[config.mk]
export PLATFORM = sky130hd
export DESIGN_NAME = mouse_button_event_decoder_flat
export DESIGN_NICKNAME = d
export VERILOG_FILES = /design/src/sv/mbed_pkg.sv /design/src/sv/mbed_sample_if.sv /design/src/sv/mbed_report_if.sv /design/src/sv/mbed_cfg_regs.sv /design/src/sv/mbed_in_stage.sv /design/src/sv/mbed_eval.sv /design/src/sv/mouse_button_event_decoder.sv /design/src/flat_wrapper.sv
export SDC_FILE = /design/constraint.sdc
export NUM_CORES = 1
export LEC_CHECK = 0
export BUFFER_PORTS_ARGS = -buffer_cell sky130_fd_sc_hd__buf_2
export CAP_MARGIN = 20
export CORE_MARGIN = 5
export CORE_UTILIZATION = 40
export DETAILED_ROUTE_END_ITERATION = 6
export PLACE_DENSITY = 0.7
export REMOVE_ABC_BUFFERS = 1
export SLEW_MARGIN = 20
export SYNTH_ARGS = -nofsm -noshare
export SYNTH_HDL_FRONTEND = slang
export SYNTH_SLANG_ARGS = --single-unit
export TNS_END_PERCENT = 30
[constraint.sdc]
create_clock -name clk -period 11.4 [get_ports clk]
set_clock_uncertainty 0.15 [all_clocks]
set_input_delay 1.14 -clock clk [delete_from_list [all_inputs] [get_ports clk]]
set_output_delay 1.14 -clock clk [all_outputs]
set_load 0.005 [all_outputs]
[src/sv/mbed_pkg.sv]
// ----------------------------------------------------------------------------
// mbed_pkg
// Types, widths and register codes of the mouse button event decoder.
// ----------------------------------------------------------------------------
`timescale 1ns / 1ps

package mbed_pkg;

    localparam int unsigned NUM_BUTTONS = 3;
    localparam int unsigned COORD_W     = 16;
    localparam int unsigned TIME_W      = 32;
    localparam int unsigned LEVELS_W    = 3;
    localparam int unsigned FLAGS_W     = 12;
    localparam int unsigned RECT_W      = 64;
    localparam int unsigned WIN_W       = 13;
    localparam int unsigned DIM_W       = 15;
    localparam int unsigned CFG_DATA_W  = 15;
    localparam int unsigned CFG_INDEX_W = 2;

    localparam logic [WIN_W-1:0] WIN_RESET    = 13'd500;
    localparam logic [DIM_W-1:0] WIDTH_RESET  = 15'd640;
    localparam logic [DIM_W-1:0] HEIGHT_RESET = 15'd480;

    typedef enum logic [CFG_INDEX_W-1:0] {
        REG_DBL_WINDOW    = 2'd0,
        REG_CLIENT_WIDTH  = 2'd1,
        REG_CLIENT_HEIGHT = 2'd2
    } cfg_index_t;

    typedef struct packed {
        logic [WIN_W-1:0] dbl_window;
        logic [DIM_W-1:0] width;
        logic [DIM_W-1:0] height;
    } cfg_t;

    typedef struct packed {
        logic signed [COORD_W-1:0] cursor_x;
        logic signed [COORD_W-1:0] cursor_y;
        logic [LEVELS_W-1:0]       button_levels;
        logic [TIME_W-1:0]         now_ms;
    } sample_t;

    // Input register contents handed to the evaluation stage.
    typedef struct packed {
        logic    valid;
        sample_t item;
    } stage_t;

endpackage

[src/sv/mbed_sample_if.sv]
// ----------------------------------------------------------------------------
// mbed_sample_if
// Channel carrying one pointer sample per transaction.
// ----------------------------------------------------------------------------
`timescale 1ns / 1ps

interface mbed_sample_if
    import mbed_pkg::*;
();
    logic                      valid;
    logic                      ready;
    logic signed [COORD_W-1:0] cursor_x;
    logic signed [COORD_W-1:0] cursor_y;
    logic [LEVELS_W-1:0]       button_levels;
    logic [TIME_W-1:0]         now_ms;

    modport source (output valid, cursor_x, cursor_y, button_levels, now_ms, input ready);
    modport sink   (input valid, cursor_x, cursor_y, button_levels, now_ms, output ready);
endinterface

[src/sv/mbed_report_if.sv]
// ----------------------------------------------------------------------------
// mbed_report_if
// Channel carrying one button event report per transaction.
// ----------------------------------------------------------------------------
`timescale 1ns / 1ps

interface mbed_report_if
    import mbed_pkg::*;
();
    logic               valid;
    logic               ready;
    logic [FLAGS_W-1:0] event_flags;
    logic               cursor_inside;
    logic [RECT_W-1:0]  left_drag_rect;
    logic [RECT_W-1:0]  middle_drag_rect;
    logic [RECT_W-1:0]  right_drag_rect;

    modport source (output valid, event_flags, cursor_inside, left_drag_rect,
                    middle_drag_rect, right_drag_rect, input ready);
    modport sink   (input valid, event_flags, cursor_inside, left_drag_rect,
                    middle_drag_rect, right_drag_rect, output ready);
endinterface

[src/sv/mbed_cfg_regs.sv]
// ----------------------------------------------------------------------------
// mbed_cfg_regs
// Configuration registers: double click window and client area size.
// ----------------------------------------------------------------------------
`timescale 1ns / 1ps

module mbed_cfg_regs
    import mbed_pkg::*;
(
    input  logic                   clk,
    input  logic                   rst_n,
    input  logic                   cfg_we,
    input  logic [CFG_INDEX_W-1:0] cfg_index,
    input  logic [CFG_DATA_W-1:0]  cfg_wdata,
    output cfg_t                   cfg
);

    cfg_t cfg_reg;

    always_ff @(posedge clk or negedge rst_n)
    begin
        if (!rst_n)
        begin
            cfg_reg.dbl_window <= WIN_RESET;
            cfg_reg.width      <= WIDTH_RESET;
            cfg_reg.height     <= HEIGHT_RESET;
        end
        else if (cfg_we)
        begin
            unique case (cfg_index_t'(cfg_index))
                REG_DBL_WINDOW:    cfg_reg.dbl_window <= cfg_wdata[WIN_W-1:0];
                REG_CLIENT_WIDTH:  cfg_reg.width      <= cfg_wdata[DIM_W-1:0];
                REG_CLIENT_HEIGHT: cfg_reg.height     <= cfg_wdata[DIM_W-1:0];
                default: ;
            endcase
        end
    end

    assign cfg = cfg_reg;

endmodule

[src/sv/mbed_in_stage.sv]
// ----------------------------------------------------------------------------
// mbed_in_stage
// Input register: captures one sample and holds it until it is evaluated.
// ----------------------------------------------------------------------------
`timescale 1ns / 1ps

module mbed_in_stage
    import mbed_pkg::*;
(
    input  logic         clk,
    input  logic         rst_n,
    mbed_sample_if.sink  sample,
    input  logic         advance,
    output stage_t       stage
);

    logic    valid_reg;
    logic    valid_next;
    sample_t item_reg;
    logic    accept;

    // The register frees up in the same cycle as its contents move on.
    assign sample.ready = !valid_reg || advance;
    assign accept       = sample.valid && sample.ready;

    always_comb
    begin
        valid_next = valid_reg;
        if (accept)
            valid_next = 1'b1;
        else if (advance)
            valid_next = 1'b0;
    end

    always_ff @(posedge clk or negedge rst_n)
    begin
        if (!rst_n)
            valid_reg <= 1'b0;
        else
            valid_reg <= valid_next;
    end

    always_ff @(posedge clk)
    begin
        if (accept)
        begin
            item_reg.cursor_x      <= sample.cursor_x;
            item_reg.cursor_y      <= sample.cursor_y;
            item_reg.button_levels <= sample.button_levels;
            item_reg.now_ms        <= sample.now_ms;
        end
    end

    assign stage.valid = valid_reg;
    assign stage.item  = item_reg;

endmodule

[src/sv/mbed_eval.sv]
// ----------------------------------------------------------------------------
// mbed_eval
// Button state, edge and double click decode, drag rectangles and the
// result register.
// ----------------------------------------------------------------------------
`timescale 1ns / 1ps

module mbed_eval
    import mbed_pkg::*;
(
    input  logic          clk,
    input  logic          rst_n,
    input  cfg_t          cfg,
    input  stage_t        stage,
    output logic          advance,
    mbed_report_if.source report
);

    logic [FLAGS_W-1:0]     held_reg;
    logic [FLAGS_W-1:0]     held_next;
    logic [TIME_W-1:0]      last_rel_reg  [NUM_BUTTONS];
    logic [TIME_W-1:0]      last_rel_next [NUM_BUTTONS];
    logic [RECT_W-1:0]      rect_reg      [NUM_BUTTONS];
    logic [RECT_W-1:0]      rect_next     [NUM_BUTTONS];
    logic [TIME_W-1:0]      limit         [NUM_BUTTONS];
    logic                   in_area;
    logic                   in_area_reg;
    logic                   out_valid_reg;
    logic                   out_valid_next;
    logic [NUM_BUTTONS-1:0] old_down;
    logic [NUM_BUTTONS-1:0] down;
    logic [NUM_BUTTONS-1:0] press;
    logic [NUM_BUTTONS-1:0] rel;
    logic [NUM_BUTTONS-1:0] dbl;
    logic [2*COORD_W-1:0]   point;

    // The state registers double as the result payload, so an item may only
    // move in when the previous result has gone or is leaving now.
    assign advance = stage.valid && (!out_valid_reg || report.ready);

    // Negative coordinates fail on the sign bit; the rest compare unsigned.
    assign in_area = !stage.item.cursor_x[COORD_W-1] && !stage.item.cursor_y[COORD_W-1]
                  && (stage.item.cursor_x[DIM_W-1:0] < cfg.width)
                  && (stage.item.cursor_y[DIM_W-1:0] < cfg.height);

    assign point    = {stage.item.cursor_x, stage.item.cursor_y};
    assign old_down = held_reg[NUM_BUTTONS-1:0];
    assign down     = stage.item.button_levels;
    assign press    = down & ~old_down;
    assign rel      = old_down & ~down;

    always_comb
    begin
        dbl = '0;
        for (int b = 0; b < NUM_BUTTONS; b++)
        begin
            limit[b]         = last_rel_reg[b] + TIME_W'(cfg.dbl_window);
            last_rel_next[b] = last_rel_reg[b];
            rect_next[b]     = rect_reg[b];
            if (rel[b])
            begin
                dbl[b]           = stage.item.now_ms < limit[b];
                last_rel_next[b] = stage.item.now_ms;
            end
            if (down[b])
                rect_next[b][2*COORD_W-1:0] = point;
            if (press[b])
                rect_next[b][RECT_W-1:2*COORD_W] = point;
        end
        held_next = {dbl, rel, press, down};
    end

    always_comb
    begin
        out_valid_next = out_valid_reg;
        if (advance)
            out_valid_next = 1'b1;
        else if (report.ready)
            out_valid_next = 1'b0;
    end

    always_ff @(posedge clk or negedge rst_n)
    begin
        if (!rst_n)
        begin
            out_valid_reg <= 1'b0;
            held_reg      <= '0;
            for (int b = 0; b < NUM_BUTTONS; b++)
            begin
                last_rel_reg[b] <= '0;
                rect_reg[b]     <= '0;
            end
        end
        else
        begin
            out_valid_reg <= out_valid_next;
            if (advance && in_area)
            begin
                held_reg <= held_next;
                for (int b = 0; b < NUM_BUTTONS; b++)
                begin
                    last_rel_reg[b] <= last_rel_next[b];
                    rect_reg[b]     <= rect_next[b];
                end
            end
        end
    end

    always_ff @(posedge clk)
    begin
        if (advance)
            in_area_reg <= in_area;
    end

    assign report.valid            = out_valid_reg;
    assign report.event_flags      = held_reg;
    assign report.cursor_inside    = in_area_reg;
    assign report.left_drag_rect   = rect_reg[0];
    assign report.middle_drag_rect = rect_reg[1];
    assign report.right_drag_rect  = rect_reg[2];

endmodule

[src/sv/mouse_button_event_decoder.sv]
// ----------------------------------------------------------------------------
// mouse_button_event_decoder
// Path: a sample's report becomes valid once the input register has handed
// it to the result stage and the result register has captured it.
// Throughput: one sample per cycle while report.ready is high, set by the input
// register and the result stage, which both hand on in the cycle they are emptied.
// Reset: asynchronous, active low; clears button state, release times and
// drag rectangles and loads the default window and client size.
// ----------------------------------------------------------------------------
`timescale 1ns / 1ps

module mouse_button_event_decoder
    import mbed_pkg::*;
(
    input  logic                   clk,
    input  logic                   rst_n,
    input  logic                   cfg_we,
    input  logic [CFG_INDEX_W-1:0] cfg_index,
    input  logic [CFG_DATA_W-1:0]  cfg_wdata,
    mbed_sample_if.sink            sample,
    mbed_report_if.source          report
);

    cfg_t   cfg;
    stage_t stage;
    logic   advance;

    mbed_cfg_regs u_cfg_regs (
        .clk       (clk),
        .rst_n     (rst_n),
        .cfg_we    (cfg_we),
        .cfg_index (cfg_index),
        .cfg_wdata (cfg_wdata),
        .cfg       (cfg)
    );

    mbed_in_stage u_in_stage (
        .clk     (clk),
        .rst_n   (rst_n),
        .sample  (sample),
        .advance (advance),
        .stage   (stage)
    );

    mbed_eval u_eval (
        .clk     (clk),
        .rst_n   (rst_n),
        .cfg     (cfg),
        .stage   (stage),
        .advance (advance),
        .report  (report)
    );

endmodule

[src/flat_wrapper.sv]
// flat-port wrapper written by rule: the top's interface ports become plain ports
module mouse_button_event_decoder_flat import mbed_pkg::*;
  (clk, rst_n, cfg_we, cfg_index, cfg_wdata, sample_valid, sample_cursor_x, sample_cursor_y, sample_button_levels, sample_now_ms, sample_ready, report_valid, report_event_flags, report_cursor_inside, report_left_drag_rect, report_middle_drag_rect, report_right_drag_rect, report_ready);
  mbed_sample_if sample_i ();
  mbed_report_if report_i ();
  input  logic clk;
  input  logic rst_n;
  input  logic cfg_we;
  input  logic [CFG_INDEX_W-1:0] cfg_index;
  input  logic [CFG_DATA_W-1:0] cfg_wdata;
  input wire logic [$bits(sample_i.valid)-1:0] sample_valid;
  input wire logic [$bits(sample_i.cursor_x)-1:0] sample_cursor_x;
  input wire logic [$bits(sample_i.cursor_y)-1:0] sample_cursor_y;
  input wire logic [$bits(sample_i.button_levels)-1:0] sample_button_levels;
  input wire logic [$bits(sample_i.now_ms)-1:0] sample_now_ms;
  output wire logic [$bits(sample_i.ready)-1:0] sample_ready;
  output wire logic [$bits(report_i.valid)-1:0] report_valid;
  output wire logic [$bits(report_i.event_flags)-1:0] report_event_flags;
  output wire logic [$bits(report_i.cursor_inside)-1:0] report_cursor_inside;
  output wire logic [$bits(report_i.left_drag_rect)-1:0] report_left_drag_rect;
  output wire logic [$bits(report_i.middle_drag_rect)-1:0] report_middle_drag_rect;
  output wire logic [$bits(report_i.right_drag_rect)-1:0] report_right_drag_rect;
  input wire logic [$bits(report_i.ready)-1:0] report_ready;
  assign sample_i.valid = sample_valid;
  assign sample_i.cursor_x = sample_cursor_x;
  assign sample_i.cursor_y = sample_cursor_y;
  assign sample_i.button_levels = sample_button_levels;
  assign sample_i.now_ms = sample_now_ms;
  assign sample_ready = sample_i.ready;
  assign report_valid = report_i.valid;
  assign report_event_flags = report_i.event_flags;
  assign report_cursor_inside = report_i.cursor_inside;
  assign report_left_drag_rect = report_i.left_drag_rect;
  assign report_middle_drag_rect = report_i.middle_drag_rect;
  assign report_right_drag_rect = report_i.right_drag_rect;
  assign report_i.ready = report_ready;
  mouse_button_event_decoder u_core (.clk(clk), .rst_n(rst_n), .cfg_we(cfg_we), .cfg_index(cfg_index), .cfg_wdata(cfg_wdata), .sample(sample_i), .report(report_i));
endmodule
=== After elaboration in Yosys (flattened, before gate mapping) ===
Cells that the tools add are included.

* Order comparisons: 5
* Bitwise operators: 4
* Add/sub/neg operators: 3
* Muxes and demuxes: 7
* Reduce and logical (&&, ||, !) cells: 27
* Equal/unequal tests: 2

{| class="wikitable"
|+ Operators with widths
! operator !! count
|-
| $add A32 B13 Y32 || 3
|-
| $lt A32 B32 Y1 || 3
|-
| $lt A15 B15 Y1 || 2
|-
| $reduce_and A2 Y1 || 12
|-
| $mux W1 || 7
|-
| $and A3 B3 Y3 || 2
|-
| $logic_and A1 B1 Y1 || 6
|-
| $not A3 Y3 || 2
|-
| $logic_not A1 Y1 || 4
|-
| $reduce_bool A2 Y1 || 2
|-
| $eq A2 B1 Y1 const B || 1
|-
| $eq A2 B2 Y1 const B || 1
|-
| $logic_not A2 Y1 || 1
|-
| $logic_or A1 B1 Y1 || 2
|}

* Input bits: 89
* Register bits after elaboration: 413

=== Logic depth before layout (Yosys ltp) ===
Gate-level depths: netlist of the first run.

* Depth in word-level cells: 6
* Depth in mapped cells: 18

=== Cells and area by module ===
From an unflattened synthesis of the first run, not the netlist that was laid out.

* Cell total of the unflattened synthesis: 1551
* Area total of the unflattened synthesis: 20502.2 um^2

{| class="wikitable"
|+ Modules (own cells, without submodules)
! module !! seq. area each (um^2) !! times used !! area an instance (um^2) !! cells each
|-
| mbed_eval || 7562.3 || 1 || 16796.1 || 1387
|-
| mbed_in_stage || 2037.0 || 1 || 2073.2 || 72
|-
| mbed_cfg_regs || 1091.0 || 1 || 1632.8 || 92
|}

=== Worst setup path after synthesis of the first run ===
Ideal clock, no wire load.

* Kind: flip-flop to flip-flop
* From: register u_core.u_cfg_regs.cfg_reg (netlist bit u_core.u_cfg_regs.cfg[35])
* To: register u_core.u_eval.held_reg[9] (netlist: u_core.u_eval.report.event_flags[9])
* Clock period less this slack: 3787 ps
* Data arrival time: 3515 ps
* Setup slack: 7613 ps
* Stages on the path, launching flop included: 15
* Buffers on the path: 0
* Required time: 11128 ps
* Path through: dfstp_2 > ha_1 > a21oi_1 > o21ai_0 > a221oi_1 > a21boi_0 > o21ai_0 > a21boi_0 > xnor2_1 > ha_1 > nand4_1 > nor3_1 > nand2_1 > or3_1 > a32o_1

* Cells in the longest elaborated chain, start to end: 3

{| class="wikitable"
|+ Ends and longest elaborated chain
! item !! line !! source
|-
| start: declaration || mbed_cfg_regs.sv:18 || <nowiki>cfg_t cfg_reg;</nowiki>
|-
| $add A32 B13 Y32 || mbed_eval.sv:57 || <nowiki>limit[b] = last_rel_reg[b] + TIME_W'(cfg.dbl_window);</nowiki>
|-
| $lt A32 B32 Y1 || mbed_eval.sv:62 || <nowiki>dbl[b] = stage.item.now_ms < limit[b];</nowiki>
|-
| $mux W1 || mbed_eval.sv:60 || <nowiki>if (rel[b])</nowiki>
|-
| end signal: assignment || mbed_eval.sv:99 || <nowiki>held_reg <= held_next;</nowiki>
|-
| end: declaration || mbed_eval.sv:19 || <nowiki>logic [FLAGS_W-1:0] held_reg;</nowiki>
|}

No other way between the ends.
A chain may end at the register's enable or synchronous reset.

=== Worst setup path in the final report of the first run ===
* From: register u_core.u_cfg_regs.cfg_reg (netlist bit u_core.u_cfg_regs.cfg[33])
* To: register u_core.u_eval.held_reg[9] (netlist: u_core.u_eval.report.event_flags[9])

Same word-level chain as after synthesis.

==> results.md, run 1 <==
* Post-Layout Cell Count at 2,585
* Clock Power Share at 0.295
* Critical path buffers and inverters at 0
* Crit. End Element: register
* Critical Path Fanout Max at 7
* Fin. Hold Viols at 0
* LEAKAGE at 11.6 nW
* Setup tns final at 0 ps
* Slew margin rel. at 0.228
* Initial antenna violation count at 3
* Net switching power at 1.58 mW
* Max Slew Vio Count at 0
* Delay-heaviest family, CP: compound AO/OA/AOI/OAI gates
* Status: completed
* EDFF count, synth at 68
* Comb pwr share at 0.284
* Antenna viol nets, final at 0
* Worst Tran Pin Value at 1160 ps
* Ranking of synthesized cells by area: dfrtp_1 41%, mux2_2 16%, edfxtp_1 10%
* Num ports at 296
* Hpwl dp at 37.6 mm
* Tmin final at 4850 ps
* Chip height at 235 µm
* Buffers on Ports at 295
* Via count at 13,700
* Yosys reg bits at 413
* Switch share at 0.304
* Die area at 55,300 µm²
* CP max stage delay at 900 ps
* Final net count at 2,126
* Netlist Area Pre-Place at 20,300 µm²
* CTS tree: yes
* GRT overflow at 0
* Clock slew at reported path FFs at 60 ps
* P_int at 3.62 mW
* Core Rows at 82
* Routed wire per std cell at 20.2 µm
* First-pass DRT Iterations at 5
* Tcrit/Tclk final at 0.426
* Worst path slowest cell: o21ai_0
* Asr flop ratio synth at 0.835
* Final setup violation count at 0
* H-tree depth at 2
* Setup Crit Path Kind: reg -> reg
* Dominant cell type by area after synthesis: dfrtp_1
* Setup repair bufs after CTS at 0
* CTS buffer count at 45
* Gr usage total at 0.185
* Pwr Density at 215 nW/µm²
* Via/cell ratio at 5.30
* Cells after DPL at 2,496
* Commonest non-fill, non-tap cell in the layout: dfrtp_1
* Critical path launch point type: register
* Starting DRT DRC Count at 597
* Ys Warns at 0
* CP required at 11,700 ps
* Starting Density at 0.405
* Seq pwr share at 0.420
* Syn avg cell area at 13.1 µm²
* Maximum VDD drop at 0.120 mV
* Register area at 10,700 µm²
* Commonest cells after routing, fill and taps aside: 333 x dfrtp_1, 294 x buf_2, 290 x mux2_2
* Flip-flop count of the largest register after layout at 96
* Most used DFF post-synth: dfrtp_1
* Critical Path, Cell by Cell: ha_1 > a21oi_1 > o21ai_0 > a221oi_1 > a21boi_0 > o21ai_0 > a21boi_0 > xnor2_1 > ha_1 > nand4_1 > nor3_1 > nand2_1 > or3_1 > a32o_1
* Min-delay worst type: reg -> reg
* Area delta synth->final at 19.4%
* Register area share after synthesis at 0.527
* Cts hold-fix bufs at 0
* Num Clock Sinks at 413
* Multi-input gate area at 9300 µm²
* Root Buffer: clkbuf_16
* Mapped Cells at 1,554
* Share of cells above drive strength 1 at 0.365
* Vias in the first global route at 14,400
* Global-route wire length before repair at 83.1 mm
* Area share of the largest cell type after synthesis at 0.411
* Die X at 235 µm
* RSZ-0062 raised after global routing: false
* Total wire length at 52.3 mm
* Later-pin clock latency in the skew report at 570 ps
* Max Root-Sink Buffers at 3
* Max frequency at 206 MHz
* Post-cts resize count at 0
* Arr. time, crit path at 5160 ps
* DRC at 0
* Fill cell count at 4,418
* Yosys cell types at 61
* Largest net degree at the start of global routing at 81
* Total core area at 50,200 µm²
* Max Cap Violations at 0
* Gpl congestion at 0.864
## layer usage
| layer | vias to the layer above | track usage | part of all wire |
|---|---|---|---|
| met4 | 0 | 0.0542 | 0.025 |
| li1 | 6339 | - | - |
| met2 | 286 | 0.327 | 0.51 |
| met1 | 6996 | 0.236 | 0.43 |
| met5 | - | 0 | 0 |
| met3 | 89 | 0.0293 | 0.037 |
## power by group through the flow
stage	Sequential [mW]	Combinational [mW]	Clock [mW]
final	2.19	1.48	1.54
after global routing	2.23	1.65	1.65
after CTS	2.19	1.50	1.58
after detailed placement	2.21	1.49	0
after global placement	2.19	1.43	0
after floorplan	2.18	0.853	0
## final cells by class
type / count / area share
flip-flops and latches: 413 / 0.441
clock buffers: 66 / 0.0552
inverters: 48 / 0.00743
clock inverters: 17 / 0.0103
well taps: 672 / 0.0347
repair buffers: 309 / 0.0675
multi-input cells: 1057 / 0.384
diodes: 3 / 0.000310
## cell usage after synthesis, types with 6 or more instances
cell type / number
o21ai_0: 41
nor3_1: 8
nor4_1: 9
and2_1: 8
nand2_1: 66
clkbuf_1: 14
a21o_1: 41
nor2_1: 45
xor2_1: 30
nor3b_1: 6
mux2_1: 28
mux2_2: 290
and3_1: 17
a211oi_1: 18
buf_2: 19
o21a_1: 9
ha_1: 160
nand4_1: 23
and4_1: 6
xnor2_1: 56
dfrtp_1: 333
a21boi_0: 9
dfstp_2: 12
inv_1: 48
nand3_1: 13
edfxtp_1: 68
a21oi_1: 72
nand2b_1: 12
nor2b_1: 26
## cell families (layout without fill, tap and decap cells)
logic type | Yosys count | in the layout | share of synthesized area
xor+xnor | 86 | 86 | 0.0371
fa+ha+maj | 163 | 163 | 0.102
simple gates | 260 | 260 | 0.0684
flops | 413 | 413 | 0.527
other cells | 0 | 3 | 0
buf+inv | 84 | 440 | 0.0178
compound gates | 230 | 230 | 0.0718
mux | 318 | 318 | 0.176
## per-stage QoR
stage          power, mW  setup WS (ps)  hold WS (ps)  utilization  area (µm²)
6_report            5.20           6550           330        0.483       24200
5_1_grt             5.53           6180           347        0.483       24200
4_1_cts             5.26           6610           335        0.482       24200
3_5_place_dp        3.69           6640           319        0.450       22600
3_3_place_gp        3.62           6740           311        0.450       22600
2_1_floorplan       3.03           6090           307            -       20100
## final timing paths
check,start,endpoint,slack [ps],depth (start not counted)
max in group asynchronous,rst_n,u_core.u_cfg_regs.cfg[11],8640,4
setup reg to reg,u_core.u_cfg_regs.cfg[33],u_core.u_eval.report.event_flags[9],6550,14
setup / recovery,u_core.u_cfg_regs.cfg[33],u_core.u_eval.report.event_flags[9],6550,14
hold reg to reg,u_core.u_eval.report.right_drag_rect[31],u_core.u_eval.report.right_drag_rect[31],330,1
min in group asynchronous,rst_n,u_core.u_eval.report.middle_drag_rect[5],380,1
hold / removal,u_core.u_eval.report.right_drag_rect[31],u_core.u_eval.report.right_drag_rect[31],330,1
No activity file was read; power rests on OpenSTA's default activity.
==> inputs of run 2 (changes only) <==
==> constraint.sdc (replaced) <==
create_clock -name clk -period 4.52 [get_ports clk]
set_clock_uncertainty 0.15 [all_clocks]
set_input_delay 0.452 -clock clk [delete_from_list [all_inputs] [get_ports clk]]
set_output_delay 0.452 -clock clk [all_outputs]
set_load 0.005 [all_outputs]
==> run 2 against run 1 <==
  * Register-to-register slack lost 6200 ps
  * Via count rose by 2.1%
  * Sequential power grew to 2.5 times the previous value
  * Final area up 2.9%
  * Utilization up 1.4 points
  * Sequential share of layout area down 1.3 points
  * Clock-buffer cell count decreased by 6
  * Sequential cell count unchanged
  * Cell count grew 3.2%
  * Routed wire length grew 0.62%
  * Combinational power rose to 2.6 times the previous value
  * Critical path type unchanged
==> results.md, run 2 (synthesis results as in run 1) <==
* Gpl congestion at 0.876
* Starting Density at 0.405
* Worst hold slack at 27.3 ps
* Slew margin rel. at 0.400
* Min-delay worst type: in -> reg
* Clock slew at reported path FFs at 60 ps
* Max Cap Violations at 0
* Hpwl dp at 37.3 mm
* Pwr Density at 520 nW/µm²
* H-tree depth at 2
* CP max stage delay at 720 ps
* CTS buffer count at 45
* Critical path launch point type: register
* Share of cells above drive strength 1 at 0.355
* CTS tree: yes
* Max Root-Sink Buffers at 3
* Reg2reg start: u_core.u_cfg_regs.cfg[32]
* Status: completed
* Area delta synth->final at 23.0%
* R2R Setup Slk at 360 ps
* DP Area at 22,700 µm²
* Chip height at 235 µm
* RSZ-0062 raised after global routing: false
* Tot Pwr at 13.0 mW
* Reg-to-reg endpoint: u_core.u_eval.report.event_flags[11]
* Gr usage total at 0.188
* Root Buffer: clkbuf_16
* Total core area at 50,200 µm²
* Routed wire per std cell at 19.7 µm
* Final net count at 2,209
* Via/cell ratio at 5.24
* Worst path depth at 15
* First-pass DRT Iterations at 7
* Worst path slowest cell: a2111oi_0
* Max Slew Vio Count at 0
* LEAKAGE at 11.9 nW
* Num Clock Sinks at 413
* Flip-flop count of the largest register after layout at 96
* Final setup violation count at 0
* Tcrit/Tclk final at 0.921
* Largest net degree at the start of global routing at 113
* Num ports at 296
* Fill cell count at 4,381
* Antenna viol nets, final at 0
* Global-route wire length before repair at 84.4 mm
* Arr. time, crit path at 4530 ps
* Crit. End Element: register
* Via count at 14,000
* Setup Crit Path Kind: reg -> reg
* Worst Tran Pin Value at 897 ps
* Total wire length at 52.6 mm
* Multi-input gate area at 9300 µm²
* Commonest cells after routing, fill and taps aside: 333 x dfrtp_1, 294 x buf_2, 290 x mux2_2
* Tmin final at 4160 ps
* Starting DRT DRC Count at 643
* Hold Path Sink: u_core.u_cfg_regs.cfg[33]
* Setup repair bufs after CTS at 0
* Buffers on Ports at 295
* Later-pin clock latency in the skew report at 570 ps
* Initial antenna violation count at 4
* Worst setup margin at 358 ps
* Commonest non-fill, non-tap cell in the layout: dfrtp_1
* Hold_sp: cfg_wdata[3]
* R2R depth at 15
* Die area at 55,300 µm²
* Vias in the first global route at 15,000
* Critical Path, Cell by Cell: ha_1 > nor2b_1 > o31a_1 > o21a_1 > o21a_1 > or2_2 > ha_1 > and4_1 > o21ai_0 > nor4_1 > a2111oi_0 > buf_4 > nor3b_1 > a211oi_1 > a22o_1
* Core Rows at 82
* Register area at 10,700 µm²
* Worst hold stages at 2
* Critical path buffers and inverters at 1
* GRT overflow at 0
* DRC at 0
* Delay-heaviest family, CP: compound AO/OA/AOI/OAI gates
* Fin. Hold Viols at 0
* Critical Path Fanout Max at 4
* Max frequency at 240 MHz
* Pre-CTS WS at 370 ps
* Maximum VDD drop at 0.352 mV
* Design Area, Final at 25,000 µm²
* Die X at 235 µm
* CP required at 4880 ps
==> run 2: cell count changes in the layout (fill, tap and decap cells not counted), sizes merged <==
cell | before | now
buf | 309 | 319
bufinv | 5 | 3
clkbuf | 66 | 60
clkinv | 7 | 16
clkinvlp | 3 | 1
dlygate4sd3 | 0 | 73
inv | 50 | 52
==> run 2: layout make-up <==
type	count	area share
sequential	413	0.428
multi-input combinational	1057	0.373
timing repair buffer	392	0.0991
clock buffer	60	0.0498
tap	672	0.0337
clock inverter	24	0.00888
inverter	48	0.00722
antenna	3	0.000301
==> run 2: routing by layer <==
metal	up-vias	wire length (µm)	GRT usage
met4	2	1910	0.0707
met2	292	26500	0.330
met3	128	2060	0.0309
met5	-	7	0
li1	6502	-	-
met1	7070	22200	0.233
==> run 2: how the worst max path moves through the flow <==
stage | endpoint | from | slack, ps
6_report | u_core.u_eval.report.event_flags[11] | u_core.u_cfg_regs.cfg[32] | 360
5_1_grt | u_core.u_eval.report.event_flags[11] | u_core.u_cfg_regs.cfg[30] | 40
4_1_cts | u_core.u_eval.report.event_flags[9] | u_core.u_cfg_regs.cfg[30] | 380
3_5_place_dp | u_core.u_eval.report.event_flags[11] | u_core.u_cfg_regs.cfg[30] | 370
3_3_place_gp | u_core.u_eval.report.event_flags[11] | u_core.u_cfg_regs.cfg[30] | 540
2_1_floorplan | u_core.u_eval.last_rel_reg[32] | u_core.u_cfg_regs.cfg[6] | -790
==> run 2: repair_timing <==
| item | 4_1_cts | 5_1_grt |
|---|---|---|
| hold buffers | 73 | 0 |
| endpoints found under the hold margin | 178 | 0 |
| resized for setup | 0 | 2 |
| setup endpoints to repair | 0 | 2 |
==> run 2: report_power, final <==
part / internal (mW) / switching, mW
Combinational: 2.02 / 1.77
Sequential: 4.83 / 0.697
Clock: 2.12 / 1.53
Total: 8.96 / 4.00
==> run 2: through the flow <==
step | cells | setup TNS [ps] | utilization
CTS | 2665 | 0 | 0.497
detailed placement | 2508 | 0 | 0.453
floorplan | 1518 | -25320 | -
finish | 2669 | 0 | 0.497
global route | 2669 | 0 | 0.497
global placement | 2508 | 0 | 0.453
==> run 2: worst register-to-register path: cells and delay by family, from the launching register on <==
kind / cells / cell delay [ps]
simple gates: 5 / 820
buf+inv: 1 / 220
flops: 1 / 570
compound gates: 7 / 1790
fa+ha+maj: 2 / 570
==> inputs of run 3 (changes only) <==
--- a/config.mk
+++ b/config.mk
@@ -15,5 +15,6 @@
 export SLEW_MARGIN = 20
 export SYNTH_ARGS = -nofsm -noshare
 export SYNTH_HDL_FRONTEND = slang
+export SYNTH_HIERARCHICAL = 1
 export SYNTH_SLANG_ARGS = --single-unit
 export TNS_END_PERCENT = 30
==> run 3 against run 2 <==
  * Fmax is essentially flat
  * Hold slack gained 11 ps
  * Clock power is essentially flat
  * Clock-buffer cell count grew 6
  * Combinational power grew 13%
  * Highest routed layer unchanged
  * Sequential cell count is the same
  * Utilization shrank 0.55 points
==> results.md, run 3 <==
* Setup Crit Path Kind: reg -> reg
* Synth Area in Adders at 0.101
* Critical Path Start: u_core/u_cfg_regs/cfg[32]
* Die area at 55,900 µm²
* Critical path launch point type: register
* Dominant cell type by area after synthesis: dfrtp_1
* Worst hold slack at 38.1 ps
* LEAKAGE at 12.0 nW
* Share of cells above drive strength 1 at 0.371
* Arr. time, crit path at 4480 ps
* Switch share at 0.314
* Num ports at 296
* Largest net degree at the start of global routing at 110
* Setup tns final at 0 ps
* Setup repair bufs after CTS at 0
* CTS tree: yes
* Mux share of post-synthesis cell area at 0.184
* Max Root-Sink Buffers at 3
* Seq pwr share at 0.422
* Starting DRT DRC Count at 629
* Worst Tran Pin Value at 935 ps
* Worst path depth at 15
* Antenna viol nets, final at 0
* Area share of the largest cell type after synthesis at 0.406
* Routed wire per std cell at 19.9 µm
* Chip height at 236 µm
* Synth Area in Compound Gates at 0.0623
* Delay-heaviest family, CP: compound AO/OA/AOI/OAI gates
* Reg-to-reg endpoint: u_core/u_eval/report.event_flags[11]
* Status: completed
* Ys Warns at 6
* Crit. End Element: register
* GRT overflow at 0
* Commonest cells after routing, fill and taps aside: 333 x dfrtp_1, 294 x buf_2, 270 x mux2_2
* RSZ-0062 raised after global routing: false
* Yosys cell types at 59
* Later-pin clock latency in the skew report at 580 ps
* Tmin final at 4160 ps
* Gpl congestion at 0.866
* Multi-input gate area at 9420 µm²
* Clock slew at reported path FFs at 60 ps
* Largest family of logic cells by synthesized area: multiplexers
* Simple-gate share of the synthesized area at 0.0743
* CP required at 4840 ps
* Register area share after synthesis at 0.521
* Commonest non-fill, non-tap cell in the layout: dfrtp_1
* CP max stage delay at 580 ps
* Maximum VDD drop at 0.423 mV
* R2R depth at 15
* Min-delay worst type: in -> reg
* Pwr Density at 545 nW/µm²
* Global-route wire length before repair at 84.3 mm
* Vias in the first global route at 15,000
* Mapped Cells at 1,551
* P_int at 9.40 mW
* Critical Path Sink: u_core/u_eval/report.event_flags[11]
* Top-count cell post-synth: dfrtp_1
* Critical Path Fanout Max at 4
* Slew margin rel. at 0.376
* H-tree depth at 2
* Netlist Area Pre-Place at 20,500 µm²
* Final net count at 2,205
* Via count at 13,900
* Flip-flop count of the largest register after layout at 96
* Via/cell ratio at 5.21
* Fill cell count at 4,492
* Buffers on Ports at 295
* Die X at 236 µm
* Register area at 10,700 µm²
* Total core area at 51,100 µm²
* Max Slew Vio Count at 0
* EDFF count, synth at 68
* Comb pwr share at 0.312
* Num Clock Sinks at 413
* Final setup violation count at 0
* Most used DFF post-synth: dfrtp_1
* Final cell utilization of the core at 0.492
* Most frequent cells after synthesis: 333 x dfrtp_1, 270 x mux2_2, 160 x ha_1, 68 x edfxtp_1, 64 x a21oi_1
* Tot Pwr at 13.7 mW
* Root Buffer: clkbuf_16
* First-pass DRT Iterations at 5
* Max Cap Violations at 0
* Worst path slowest cell: dfstp_2
* Area delta synth->final at 22.6%
* Yosys reg bits at 413
* Starting Density at 0.401
* Fin. Hold Viols at 0
* Core Rows at 83
* Clock Power Share at 0.265
* Ranking of synthesized cells by area: dfrtp_1 41%, mux2_2 15%, edfxtp_1 10%
* Hpwl dp at 37.8 mm
* DRC at 0
* Critical path buffers and inverters at 1
* Reg2reg start: u_core/u_cfg_regs/cfg[32]
* CTS buffer count at 45
* Asr flop ratio synth at 0.835
* Tcrit/Tclk final at 0.921
* Syn avg cell area at 13.2 µm²
* Max frequency at 240 MHz
* Total wire length at 53.2 mm
* Critical Path, Cell by Cell: ha_1 > o21a_1 > a211oi_1 > nor4_1 > o41ai_1 > buf_4 > nor2_1 > xnor2_1 > ha_1 > nand4_1 > nor3_1 > a211oi_1 > a2111oi_1 > o21ai_0 > a32o_1
* Net switching power at 4.30 mW
* Initial antenna violation count at 8
* XOR/XNOR Fraction of Synth Area at 0.0359
* Gr usage total at 0.187
* R2R Setup Slk at 360 ps
run 3: changes by cell type after synthesis, moves of 10 or more:
cell,change
mux2_4,+48
nand4_1,+17
mux2_2,-20
nand3_1,+20
buf_2,-10
xnor2_1,-21
mux2_1,-27
xor2_1,+19
run 3: through the flow:
stage	cell area, µm²	instances	worst slack (ps)
floorplan	20200	1510	166
global placement	22800	2507	410
detailed placement	22800	2507	343
global route	25100	2673	24.9
finish	25100	2675	357
CTS	25100	2669	348
run 3: what timing repair did:
| item | CTS | global route |
|---|---|---|
| resized for setup | 0 | 1 |
| hold buffers | 78 | 0 |
| setup endpoints to repair | 0 | 1 |
| hold endpoints to repair | 182 | 0 |
run 3: how the worst min path moves through the flow:
| stage | depth (start not counted) | from | slack, ps | to |
|---|---|---|---|---|
| floorplan | 0 | rst_n | 6 | u_core/u_cfg_regs/cfg[0] |
| global placement | 1 | u_core/u_eval/report.event_flags[5] | 310 | u_core/u_eval/report.event_flags[5] |
| detailed placement | 1 | u_core/u_eval/report.event_flags[4] | 310 | u_core/u_eval/report.event_flags[4] |
| CTS | 2 | cfg_wdata[2] | 0.6 | u_core/u_cfg_regs/cfg[2] |
| global route | 2 | cfg_wdata[4] | 30 | u_core/u_cfg_regs/cfg[4] |
| finish | 2 | cfg_wdata[4] | 40 | u_core/u_cfg_regs/cfg[4] |
run 3: routing by layer:
| layer | track usage | part of all wire |
|---|---|---|
| met2 | 0.320 | 0.49 |
| met1 | 0.236 | 0.43 |
| met4 | 0.0511 | 0.021 |
| met3 | 0.0461 | 0.058 |
| met5 | 0 | 0.00064 |
run 3: cell type report:
class	count	share of cell area
flip-flops and latches	413	0.425
multi-input cells	1050	0.375
repair buffers	396	0.100
clock buffers	66	0.0516
well taps	680	0.0339
inverters	47	0.00702
clock inverters	18	0.00677
diodes	5	0.000498
run 3: power groups by stage:
stage	registers [mW]	clock network [mW]	logic (mW)
finish	5.79	3.64	4.28
global route	5.94	3.88	4.75
CTS	5.79	3.74	4.29
detailed placement	5.82	0	4.22
global placement	5.76	0	4.05
floorplan	5.71	0	2.48
run 3: kinds of logic after synthesis:
| kind of cell | count (synthesis) |
|---|---|
| flops | 413 |
| mux | 320 |
| simple gates | 286 |
| compound gates | 197 |
| fa+ha+maj | 163 |
| buf+inv | 88 |
| xor+xnor | 84 |
